**config.mk**
```make
export PLATFORM = sky130hd
export DESIGN_NAME = newreno_congestion_window_top
export DESIGN_NICKNAME = d
export VERILOG_FILES = /design/src/hdl/nrcw_pkg.sv /design/src/hdl/newreno_congestion_window_top.sv /design/src/hdl/nrcw_ctrl.sv /design/src/hdl/nrcw_dp.sv
export SDC_FILE = /design/constraint.sdc
export NUM_CORES = 2
export LEC_CHECK = 0
export ABC_AREA = 1
export BUFFER_PORTS_ARGS = -buffer_cell sky130_fd_sc_hd__buf_4
export CAP_MARGIN = 20
export CORE_ASPECT_RATIO = 2
export CORE_MARGIN = 3
export CORE_UTILIZATION = 42
export CTS_CLUSTER_SIZE = 25
export DETAILED_ROUTE_END_ITERATION = 10
export PLACE_DENSITY_LB_ADDON = 0.3
export SLEW_MARGIN = 10
export SYNTH_ARGS = -nofsm -noshare
export SYNTH_HDL_FRONTEND = slang
export SYNTH_SLANG_ARGS = --single-unit
```
**constraint.sdc**
```tcl
create_clock -name clk -period 6.8 [get_ports clk]
set_clock_uncertainty 0.1 [all_clocks]
set_input_delay 2.04 -clock clk [delete_from_list [all_inputs] [get_ports clk]]
set_output_delay 2.04 -clock clk [all_outputs]
set_load 0.05 [all_outputs]
```
**src/hdl/nrcw_pkg.sv**
```systemverilog
`timescale 1ns / 1ps
`default_nettype none
package nrcw_pkg;

	localparam int TIME_BITS_DEF = 48;

	localparam int MD_W  = 16;
	localparam int MW_W  = 18;
	localparam int CNT_W = 32;
	localparam int CFG_W = 18;
	localparam int IDX_W = 2;

	localparam logic [MD_W-1:0]  MD_RESET    = 16'd1200;
	localparam logic [MW_W-1:0]  MW_RESET    = 18'd2400;
	localparam logic [CNT_W-1:0] WIN_RESET   = 32'd12000;
	localparam logic [CNT_W-1:0] INIT_DGRAMS = 32'd10;

	localparam int DIV_STEPS = CNT_W;
	localparam int STEP_W    = $clog2(DIV_STEPS);

	typedef enum logic [IDX_W-1:0] {
		REG_DGRAM_SIZE = 2'd0,
		REG_WIN_FLOOR  = 2'd1
	} reg_idx_t;

	typedef enum logic [1:0] {
		MODE_SENT    = 2'd0,
		MODE_ACKED   = 2'd1,
		MODE_LOST    = 2'd2,
		MODE_PERSIST = 2'd3
	} mode_t;

	typedef enum logic [2:0] {
		ST_IDLE,
		ST_EXEC,
		ST_DIV,
		ST_ADD,
		ST_EMIT
	} state_t;

	typedef struct packed {
		logic load;
		logic exec;
		logic step;
		logic grow;
		logic emit;
	} cmd_t;

	typedef struct packed {
		logic need_div;
		logic out_free;
	} sts_t;

endpackage
`default_nettype wire

```
**src/hdl/newreno_congestion_window_top.sv**
```systemverilog
// NewReno congestion window controller.
// Input channel (in_valid/in_stall) carries one event per item: mode, bytes,
// sent_time and now_time. Output channel (out_valid/out_stall) carries one
// result item per event: window, slow start threshold, bytes in flight and
// the recovery flag, all as they stand after the event.
// Configuration: wr_en/wr_index/wr_data write the datagram size (index 0, also
// sets the window to ten datagrams) or the window floor (index 1); other
// indexes are ignored. Write only while no event is in progress.
// An event is taken in IDLE and applied in EXEC, and its result is
// registered in EMIT; an ack in congestion avoidance first runs the 32-step
// restoring divide of datagram size times bytes by the window, then ADD.
// A new event is taken only after the previous result has been emitted.
// The output register lets the next event be processed while a result waits;
// a stalled result holds, and a finished event then waits for the register
// to empty, with in_stall high.
// Reset: window 12000, threshold infinite, nothing in flight, not recovering,
// datagram size 1200, window floor 2400.
`timescale 1ns / 1ps
`default_nettype none
module newreno_congestion_window_top
	import nrcw_pkg::*;
#(
	parameter int TIME_BITS = TIME_BITS_DEF
) (
	input  wire logic                 clk,
	input  wire logic                 arst_n,
	input  wire logic                 wr_en,
	input  wire logic [IDX_W-1:0]     wr_index,
	input  wire logic [CFG_W-1:0]     wr_data,
	input  wire logic                 in_valid,
	output logic                      in_stall,
	input  wire logic [1:0]           mode,
	input  wire logic [15:0]          bytes,
	input  wire logic [TIME_BITS-1:0] sent_time,
	input  wire logic [TIME_BITS-1:0] now_time,
	output logic                      out_valid,
	input  wire logic                 out_stall,
	output logic [CNT_W-1:0]          window_bytes,
	output logic [CNT_W-1:0]          threshold_bytes,
	output logic [CNT_W-1:0]          in_flight_bytes,
	output logic                      recovering
);

	cmd_t cmd;
	sts_t sts;

	nrcw_ctrl u_ctrl (
		.clk      (clk),
		.arst_n   (arst_n),
		.in_valid (in_valid),
		.sts      (sts),
		.cmd      (cmd),
		.in_stall (in_stall)
	);

	nrcw_dp #(
		.TIME_BITS (TIME_BITS)
	) u_dp (
		.clk             (clk),
		.arst_n          (arst_n),
		.cmd             (cmd),
		.sts             (sts),
		.wr_en           (wr_en),
		.wr_index        (wr_index),
		.wr_data         (wr_data),
		.mode            (mode),
		.bytes           (bytes),
		.sent_time       (sent_time),
		.now_time        (now_time),
		.out_stall       (out_stall),
		.out_valid       (out_valid),
		.window_bytes    (window_bytes),
		.threshold_bytes (threshold_bytes),
		.in_flight_bytes (in_flight_bytes),
		.recovering      (recovering)
	);

	// the block is busy in the cycle after it accepts an item
	a_busy_after_accept: assert property (@(posedge clk) disable iff (!arst_n)
		in_valid && !in_stall |=> in_stall)
		else $error("block not busy after accepting an item");

	// a new result only comes out of a busy block
	a_result_from_busy: assert property (@(posedge clk) disable iff (!arst_n)
		$rose(out_valid) |-> $past(in_stall))
		else $error("result appeared without an item in progress");

	// recovery only follows a loss, which makes the threshold finite
	a_recovery_finite: assert property (@(posedge clk) disable iff (!arst_n)
		out_valid && recovering |-> threshold_bytes != '1)
		else $error("recovering with an infinite threshold");

endmodule
`default_nettype wire

```
**src/hdl/nrcw_ctrl.sv**
```systemverilog
`timescale 1ns / 1ps
`default_nettype none
module nrcw_ctrl
	import nrcw_pkg::*;
(
	input  wire logic clk,
	input  wire logic arst_n,
	input  wire logic in_valid,
	input  wire sts_t sts,
	output cmd_t      cmd,
	output logic      in_stall
);

	state_t            state_q, state_d;
	logic [STEP_W-1:0] step_q;

	always_ff @(posedge clk or negedge arst_n) begin
		if (!arst_n) begin
			state_q <= ST_IDLE;
			step_q  <= '0;
		end else begin
			state_q <= state_d;
			if (cmd.exec) begin
				step_q <= '0;
			end else if (cmd.step) begin
				step_q <= step_q + STEP_W'(1);
			end
		end
	end

	always_comb begin
		state_d  = state_q;
		cmd      = '0;
		in_stall = 1'b1;
		case (state_q)
			ST_IDLE: begin
				in_stall = 1'b0;
				if (in_valid) begin
					cmd.load = 1'b1;
					state_d  = ST_EXEC;
				end
			end
			ST_EXEC: begin
				cmd.exec = 1'b1;
				state_d  = sts.need_div ? ST_DIV : ST_EMIT;
			end
			ST_DIV: begin
				cmd.step = 1'b1;
				if (step_q == STEP_W'(DIV_STEPS - 1)) begin
					state_d = ST_ADD;
				end
			end
			ST_ADD: begin
				cmd.grow = 1'b1;
				state_d  = ST_EMIT;
			end
			ST_EMIT: begin
				if (sts.out_free) begin
					cmd.emit = 1'b1;
					state_d  = ST_IDLE;
				end
			end
			default: begin
				state_d = ST_IDLE;
			end
		endcase
	end

endmodule
`default_nettype wire

```
**src/hdl/nrcw_dp.sv**
```systemverilog
`timescale 1ns / 1ps
`default_nettype none
module nrcw_dp
	import nrcw_pkg::*;
#(
	parameter int TIME_BITS = TIME_BITS_DEF
) (
	input  wire logic                 clk,
	input  wire logic                 arst_n,
	input  wire cmd_t                 cmd,
	output sts_t                      sts,
	input  wire logic                 wr_en,
	input  wire logic [IDX_W-1:0]     wr_index,
	input  wire logic [CFG_W-1:0]     wr_data,
	input  wire logic [1:0]           mode,
	input  wire logic [15:0]          bytes,
	input  wire logic [TIME_BITS-1:0] sent_time,
	input  wire logic [TIME_BITS-1:0] now_time,
	input  wire logic                 out_stall,
	output logic                      out_valid,
	output logic [CNT_W-1:0]          window_bytes,
	output logic [CNT_W-1:0]          threshold_bytes,
	output logic [CNT_W-1:0]          in_flight_bytes,
	output logic                      recovering
);

	// configuration and congestion state
	logic [MD_W-1:0]      md_q;
	logic [MW_W-1:0]      min_q;
	logic [CNT_W-1:0]     win_q;
	logic [CNT_W-1:0]     lim_q;
	logic [CNT_W-1:0]     flight_q;
	logic                 rec_q;
	logic [TIME_BITS-1:0] begin_q;
	logic                 out_valid_q;

	// item and divider registers
	mode_t                mode_q;
	logic [15:0]          bytes_q;
	logic [TIME_BITS-1:0] sent_q;
	logic [TIME_BITS-1:0] now_q;
	logic [CNT_W-1:0]     quo_q;
	logic [CNT_W:0]       rem_q;
	logic [CNT_W-1:0]     dvs_q;

	logic                 old_pkt;
	logic [CNT_W:0]       flight_sum;
	logic [CNT_W-1:0]     flight_add;
	logic [CNT_W-1:0]     flight_drop;
	logic [CNT_W:0]       win_sum;
	logic [CNT_W-1:0]     win_add;
	logic [CNT_W:0]       grow_sum;
	logic [CNT_W-1:0]     win_grow;
	logic [CNT_W-1:0]     half;
	logic [CNT_W-1:0]     min32;
	logic [CNT_W-1:0]     loss_lim;
	logic [CNT_W-1:0]     prod;
	logic [CNT_W:0]       rem_sh;
	logic                 rem_ge;

	assign old_pkt     = rec_q && (sent_q <= begin_q);
	assign flight_sum  = {1'b0, flight_q} + {{(CNT_W-15){1'b0}}, bytes_q};
	assign flight_add  = flight_sum[CNT_W] ? '1 : flight_sum[CNT_W-1:0];
	assign flight_drop = (flight_q > CNT_W'(bytes_q)) ? flight_q - CNT_W'(bytes_q) : '0;
	assign win_sum     = {1'b0, win_q} + {{(CNT_W-15){1'b0}}, bytes_q};
	assign win_add     = win_sum[CNT_W] ? '1 : win_sum[CNT_W-1:0];
	assign grow_sum    = {1'b0, win_q} + {1'b0, quo_q};
	assign win_grow    = grow_sum[CNT_W] ? '1 : grow_sum[CNT_W-1:0];
	assign half        = {1'b0, win_q[CNT_W-1:1]};
	assign min32       = CNT_W'(min_q);
	assign loss_lim    = (half > min32) ? half : min32;
	assign prod        = CNT_W'(md_q) * CNT_W'(bytes_q);
	assign rem_sh      = {rem_q[CNT_W-1:0], quo_q[CNT_W-1]};
	assign rem_ge      = rem_sh >= {1'b0, dvs_q};

	assign sts.need_div = (mode_q == MODE_ACKED) && !old_pkt && !(win_q < lim_q);
	assign sts.out_free = !out_valid_q || !out_stall;
	assign out_valid    = out_valid_q;

	always_ff @(posedge clk or negedge arst_n) begin
		if (!arst_n) begin
			md_q        <= MD_RESET;
			min_q       <= MW_RESET;
			win_q       <= WIN_RESET;
			lim_q       <= '1;
			flight_q    <= '0;
			rec_q       <= 1'b0;
			begin_q     <= '0;
			out_valid_q <= 1'b0;
		end else begin
			if (cmd.emit) begin
				out_valid_q <= 1'b1;
			end else if (!out_stall) begin
				out_valid_q <= 1'b0;
			end
			if (wr_en) begin
				case (wr_index)
					REG_DGRAM_SIZE: begin
						md_q  <= wr_data[MD_W-1:0];
						win_q <= CNT_W'(wr_data[MD_W-1:0]) * INIT_DGRAMS;
					end
					REG_WIN_FLOOR: begin
						min_q <= wr_data[MW_W-1:0];
					end
					default: begin
					end
				endcase
			end else if (cmd.exec) begin
				case (mode_q)
					MODE_SENT: begin
						flight_q <= flight_add;
					end
					MODE_ACKED: begin
						flight_q <= flight_drop;
						if (!old_pkt) begin
							rec_q <= 1'b0;
							if (win_q < lim_q) begin
								win_q <= win_add;
							end
						end
					end
					MODE_LOST: begin
						flight_q <= flight_drop;
						if (!old_pkt) begin
							rec_q   <= 1'b1;
							begin_q <= now_q;
							lim_q   <= loss_lim;
							win_q   <= loss_lim;
						end
					end
					MODE_PERSIST: begin
						win_q <= min32;
						if (lim_q < min32) begin
							lim_q <= min32;
						end
						rec_q <= 1'b0;
					end
					default: begin
					end
				endcase
			end else if (cmd.grow) begin
				win_q <= win_grow;
			end
		end
	end

	always_ff @(posedge clk) begin
		if (cmd.load) begin
			mode_q  <= mode_t'(mode);
			bytes_q <= bytes;
			sent_q  <= sent_time;
			now_q   <= now_time;
		end
		// restoring divide, one quotient bit per cycle
		if (cmd.exec) begin
			quo_q <= prod;
			rem_q <= '0;
			dvs_q <= (win_q == '0) ? CNT_W'(1) : win_q;
		end else if (cmd.step) begin
			quo_q <= {quo_q[CNT_W-2:0], rem_ge};
			rem_q <= rem_ge ? rem_sh - {1'b0, dvs_q} : rem_sh;
		end
		if (cmd.emit) begin
			window_bytes    <= win_q;
			threshold_bytes <= lim_q;
			in_flight_bytes <= flight_q;
			recovering      <= rec_q;
		end
	end

endmodule
`default_nettype wire
```
======== Word-level counts from Yosys, hierarchy flattened ========
Index checks and enable logic that the tools add are counted.
storage, ports and cells
  register bits ........................... 495
  latch bits .............................. 0
  memory bits (writable) .................. 0
  memories kept ........................... 0
  bits in read-only memories .............. 0
cells by class
  magnitude comparators ................... 6
  shift-type cells ........................ 0
  equal/unequal tests ..................... 21
  div/mod/pow operators ................... 0
  $mul .................................... 2
  bitwise operators ....................... 2
  reduce and logical (&&, ||, !) cells .... 26
  multiplexer cells ....................... 39
  $add $sub $neg .......................... 6
operator list
  cell                                                                   count
  32-bit two-way mux                                                     15
  32-bit one-hot mux with 2 select lines                                 2
  32-bit one-hot mux with 3 select lines                                 1
  32-bit by 16-bit adder with 33-bit output                              2
  48-bit <= comparator                                                   1
  32-bit by 32-bit adder with 33-bit output                              1
  33-bit by 32-bit >= comparator with 1-bit output                       1
  32-bit by 16-bit greater-than comparator with 1-bit output             1
  32-bit zero test                                                       1
  32-bit by 18-bit < comparator with 1-bit output                        1
  32-bit < comparator                                                    1
  16-bit by 16-bit multiplier with 32-bit output                         1
  32-bit by 16-bit subtractor with 32-bit output                         1
  32-bit subtractor                                                      1
  31-bit by 18-bit greater-than comparator with 1-bit output             1
  31-bit two-way mux                                                     1
  16-bit by 3-bit multiplier with 19-bit output (second input constant)  1
  3-bit one-hot mux with 5 select lines                                  1
  1-bit two-way mux                                                      12
  3-bit two-way mux                                                      4
  4-bit != test (second input constant)                                  3
  5-bit two-way mux                                                      2
  5-bit AND reduction                                                    2
  2-bit by 1-bit != test with 1-bit output (second input constant)       4
  other kinds (23)                                                       41

======== Logic depth before layout (Yosys ltp) ========
  depth after elaboration ................. 7
  depth in mapped cells ................... 30
  gate-level depth less buffers ........... 28

======== By module ========
A second synthesis with hierarchy kept.
unflattened totals
  cells, all modules ...................... 4,984
  area, all modules ....................... 39,643.0 µm²
by module, submodules not included
  module     cells each  area an instance (µm²)  seq. area each (µm²)  instances
  nrcw_dp    4,925       39,175.1                13,461.7              1
  nrcw_ctrl  59          467.9                   200.2                 1

======== Least setup slack after synthesis ========
No wires, ideal clock.
  path type ............................... in2reg
  from .................................... input in_valid
  to ...................................... register u_dp.bytes_q[0] (enable)
  setup time .............................. 0.588 ns
  slack ................................... -0.667 ns
  stages .................................. 2
  arrival ................................. 6.779 ns
  data required time ...................... 6.112 ns
  cells stage by stage .................... inv_1 -> nor2_1
RTL lines
  item                  line                                 source
  start, declared       newreno_congestion_window_top.sv:30  input wire logic in_valid,
  end signal, assigned  nrcw_dp.sv:150                       bytes_q <= bytes;
  end, declared         nrcw_dp.sv:39                        logic [15:0] bytes_q;

======== Final worst setup path ========
  from .................................... register u_dp.bytes_q[10]
  to ...................................... register u_dp.quo_q[28] (data pin)
on the way
  cells in the longest elaborated chain, start to end .. 2
RTL lines
  item                                            line            source
  16-bit by 16-bit multiplier with 32-bit output  nrcw_dp.sv:72   assign prod = CNT_W'(md_q) * CNT_W'(bytes_q);
  32-bit two-way mux                              nrcw_dp.sv:155  if (cmd.exec) begin
  end signal, assigned                            nrcw_dp.sv:156  quo_q <= prod;
  end signal, assigned                            nrcw_dp.sv:160  quo_q <= {quo_q[CNT_W-2:0], rem_ge};
  end, declared                                   nrcw_dp.sv:42   logic [CNT_W-1:0] quo_q;
No other way between the ends.
A chain may end at the register's enable or synchronous reset.

==> summary.md <==
| Metric | Value |
|---|---|
| Clock sink count | `495` |
| IO buf count | `237` |
| Htree depth | `2` |
| Register area | `0.0137 mm2` |
| Crit path top cell by count | `fa_1` |
| Share of cells above drive strength 1 | `0.106` |
| Vias in the first global route | `36,667` |
| Drt first pass iters | `6` |
| FILL cells | `9,314` |
| Cell count after synthesis | `a little over 5,000` |
| Multi-input logic area | `between 0.02 and 0.025 mm2` |
| CTS root buf | `clkbuf_16` |
| Starting Density | `0.423` |
| Async set or reset register ratio after synthesis | `0.380` |
| Final min period | `6.44 ns` |
| Setup crit end kind | `flip-flop` |
| Total Neg Setup Slack | `0 ns` |
| Setup crit start kind | `flip-flop` |
| Clk_lat worst skew | `0.67 ns` |
| CP Cell Sequence | `nand2_1 -> fa_1 -> inv_1 -> fa_1 -> fa_1 -> fa_1 -> fa_1 -> inv_1 -> fa_1 -> inv_1 -> ha_1 -> a21oi_1 -> o21a_1 -> a21boi_0 -> o211ai_1 -> or2_2 -> nand3_1 -> nand2_1` |
| Syn nets | `5,817` |
| Post-synth EDFFs | `275` |
| Synth top area share | `0.205` |
| Critical path fanouts, max | `12` |
| Via count | `approximately 35,000` |
| Grt met3 use | `0.0458` |
| Final ANT Viol Nets | `0` |
| CP peak stage delay | `0.73 ns` |
| Met1 usage | `0.270` |
| Slowest cell on the critical path | `edfxtp_1` |
| Routed WL | `roughly 150,000 um` |
| Core ar. | `0.0951 mm2` |
| WS Path Type | `reg -> reg` |
| Status | `finished clean` |
| Setup violations, final | `0` |
| Worst-Margin Slew | `around 1 ns` |
| First-pass GRT wire length | `around 220,000 um` |
| Met2 Track Usage GR | `0.551` |
| Initial antenna violation count | `4` |
| Req. time, crit path | `approximately 7.1 ns` |
| Hold Violations, Final | `0` |
| Routed length per instance | `22.5 um` |
| TritonCTS buffer count | `50` |
| Max-Cap Viols | `0` |
| RSZ-0062 raised after global routing | `no` |
| Pin count of the biggest net entering global routing | `98` |
| Max transition margin | `0.322` |
| Ports | `238` |
| Gr busiest metal | `met2` |
| Clk buf depth | `3` |
| WP data arrival | `6.74 ns` |
| Top cells by area, synth | `edfxtp_1 (21%), nand2_1 (12%), ha_1 (11%)` |
| Mean post-synth cell area | `roughly 7.9 um2` |
| Vias/cell | `~5.4` |
| Sequential-to-total area share from yosys stat | `0.340` |
| CTS clk-pin slew, worst paths | `0.07 ns` |
| Synthesis warning total | `0` |
| Die ar. | `0.0997 mm2` |
| Row count | `160` |
| Count of state elements after synthesis | `495` |
| Post-Syn Area | `0.0402 mm2` |
| # nets final | `5,989` |
| Routability cong. | `1.04` |
| Max Fclk | `~160 MHz` |
| Hold_buf cts | `0` |
| Hpwl dp | `117,000 um` |
| DRC viols | `0` |
| Post-synth top area cell | `edfxtp_1` |
| Max Slew Vio Count | `0` |
| Top FF cell, synth | `edfxtp_1` |
| Area grow syn2layout | `12.4%` |
| Distinct cells, synth | `62` |
| Height of the chip | `444 um` |
| GRT Residual Overflow | `0` |
| Drt initial violations | `just over 2,000` |
| CTS tree | `done` |
| Die Wd | `~220 um` |
| Gr usage total | `0.294` |
| HP Class | `reg -> reg` |
| Fin crit share | `0.946` |
[final timing paths]
path	end	start	slack, ns	depth (start not counted)
worst max-delay path	u_dp.quo_q[28]	u_dp.bytes_q[10]	0.36	18
worst min-delay path	u_dp.rem_q[28]	u_dp.rem_q[28]	0.37	2
worst max register to register	u_dp.quo_q[28]	u_dp.bytes_q[10]	0.36	18
worst min register to register	u_dp.rem_q[28]	u_dp.rem_q[28]	0.37	2
max in group asynchronous	u_dp.flight_q[1]	arst_n	3.92	2
min in group asynchronous	u_dp.begin_q[13]	arst_n	1.39	1
[area by class of cell]
cell class,instances,area share
inverters,832,0.0691
well taps,1215,0.0336
flip-flops and latches,495,0.302
repair buffers,322,0.0560
multi-input cells,3585,0.499
clock buffers,58,0.0288
clock inverters,36,0.0114
diodes,1,0.0000553
[cell families (layout without fill, tap and decap cells)]
kind of cell,count (synthesis),count (layout),share of synthesized area
simple gates,2256,2256,0.235
buf+inv,1034,1248,0.101
compound gates,674,674,0.0919
fa+ha+maj,564,564,0.213
flops,495,495,0.340
xor+xnor,91,91,0.0198
other cells,0,1,0
[routing by layer]
layer  vias up  share of wire
met5         -        0.00025
met4         6           0.11
met3       557          0.052
met2      1226           0.52
met1     16675           0.32
li1      16752              -
[stage by stage]
stage | utilization | setup WS (ns) | hold slack (ns) | instance area (um2) | cells
finish | 0.476 | 0.364 | 0.370 | 45200 | 6544
global placement | 0.455 | 0.364 | 0.350 | 43200 | 6436
floorplan | - | 0.619 | 0.320 | 40200 | 5114
detailed placement | 0.455 | 0.292 | 0.359 | 43300 | 6437
global route | 0.476 | 0.0319 | 0.396 | 45200 | 6544
CTS | 0.474 | 0.289 | 0.372 | 45100 | 6531
[state kept, by name, summed over array words and instances (netlist names), 2 cells and up]
register and count:
u_ctrl.state_q 3, u_ctrl.step_q 5, u_dp.begin_q 48, u_dp.bytes_q 16
u_dp.dvs_q 32, u_dp.flight_q 32, u_dp.in_flight_bytes 32, u_dp.lim_q 32
u_dp.md_q 16, u_dp.min_q 18, u_dp.mode_q 2, u_dp.now_q 48
u_dp.quo_q 32, u_dp.rem_q 32, u_dp.sent_q 48, u_dp.threshold_bytes 32
u_dp.win_q 32, u_dp.window_bytes 32
[worst max-delay path: cells and delay by family (launching register included)]
family	cells	cell delay, ns
AOI/OAI and AO/OA	4	0.97
adders and majority gates	7	3.62
buffers and inverters	3	0.17
and+or+nand+nor	4	0.56
DFF	1	0.73
[cell usage after synthesis (all sizes together), types with 9 or more instances]
cell / n
nand2: 1336
inv: 831
nor2: 385
nand3: 379
ha: 364
a21oi: 318
edfxtp: 275
o21ai: 255
fa: 200
clkbuf: 142
dfrtp: 141
buf: 60
nor3: 52
dfstp: 47
xor2: 46
nand4: 45
xnor2: 45
dfxtp: 32
or2: 31
a21o: 24
a31oi: 22
nor4: 14
o21a: 14
o21bai: 11
a21boi: 9
nand3b: 9
[layout by cell type (no fill, tap or decap), types with 32 or more instances in the layout]
master | Yosys | final
nand2_1 | 1327 | 1326
inv_1 | 817 | 817
nor2_1 | 376 | 371
nand3_1 | 365 | 365
ha_1 | 364 | 364
buf_4 | 9 | 314
a21oi_1 | 311 | 311
edfxtp_1 | 275 | 275
o21ai_0 | 205 | 202
fa_1 | 200 | 200
dfrtp_1 | 141 | 140
clkbuf_16 | 0 | 50
nor3_1 | 48 | 48
dfstp_2 | 47 | 47
o21ai_1 | 43 | 46
xor2_1 | 46 | 46
xnor2_1 | 45 | 45
nand4_1 | 44 | 44
dfxtp_1 | 32 | 32
[what timing repair did]
item | CTS | global route
resized for setup | 0 | 3
setup endpoints to repair | 0 | 4
buffers inserted | 0 | 10
Power is not shown: default switching activity piles up to over one toggle a cycle in this logic, so the estimate is an artifact.
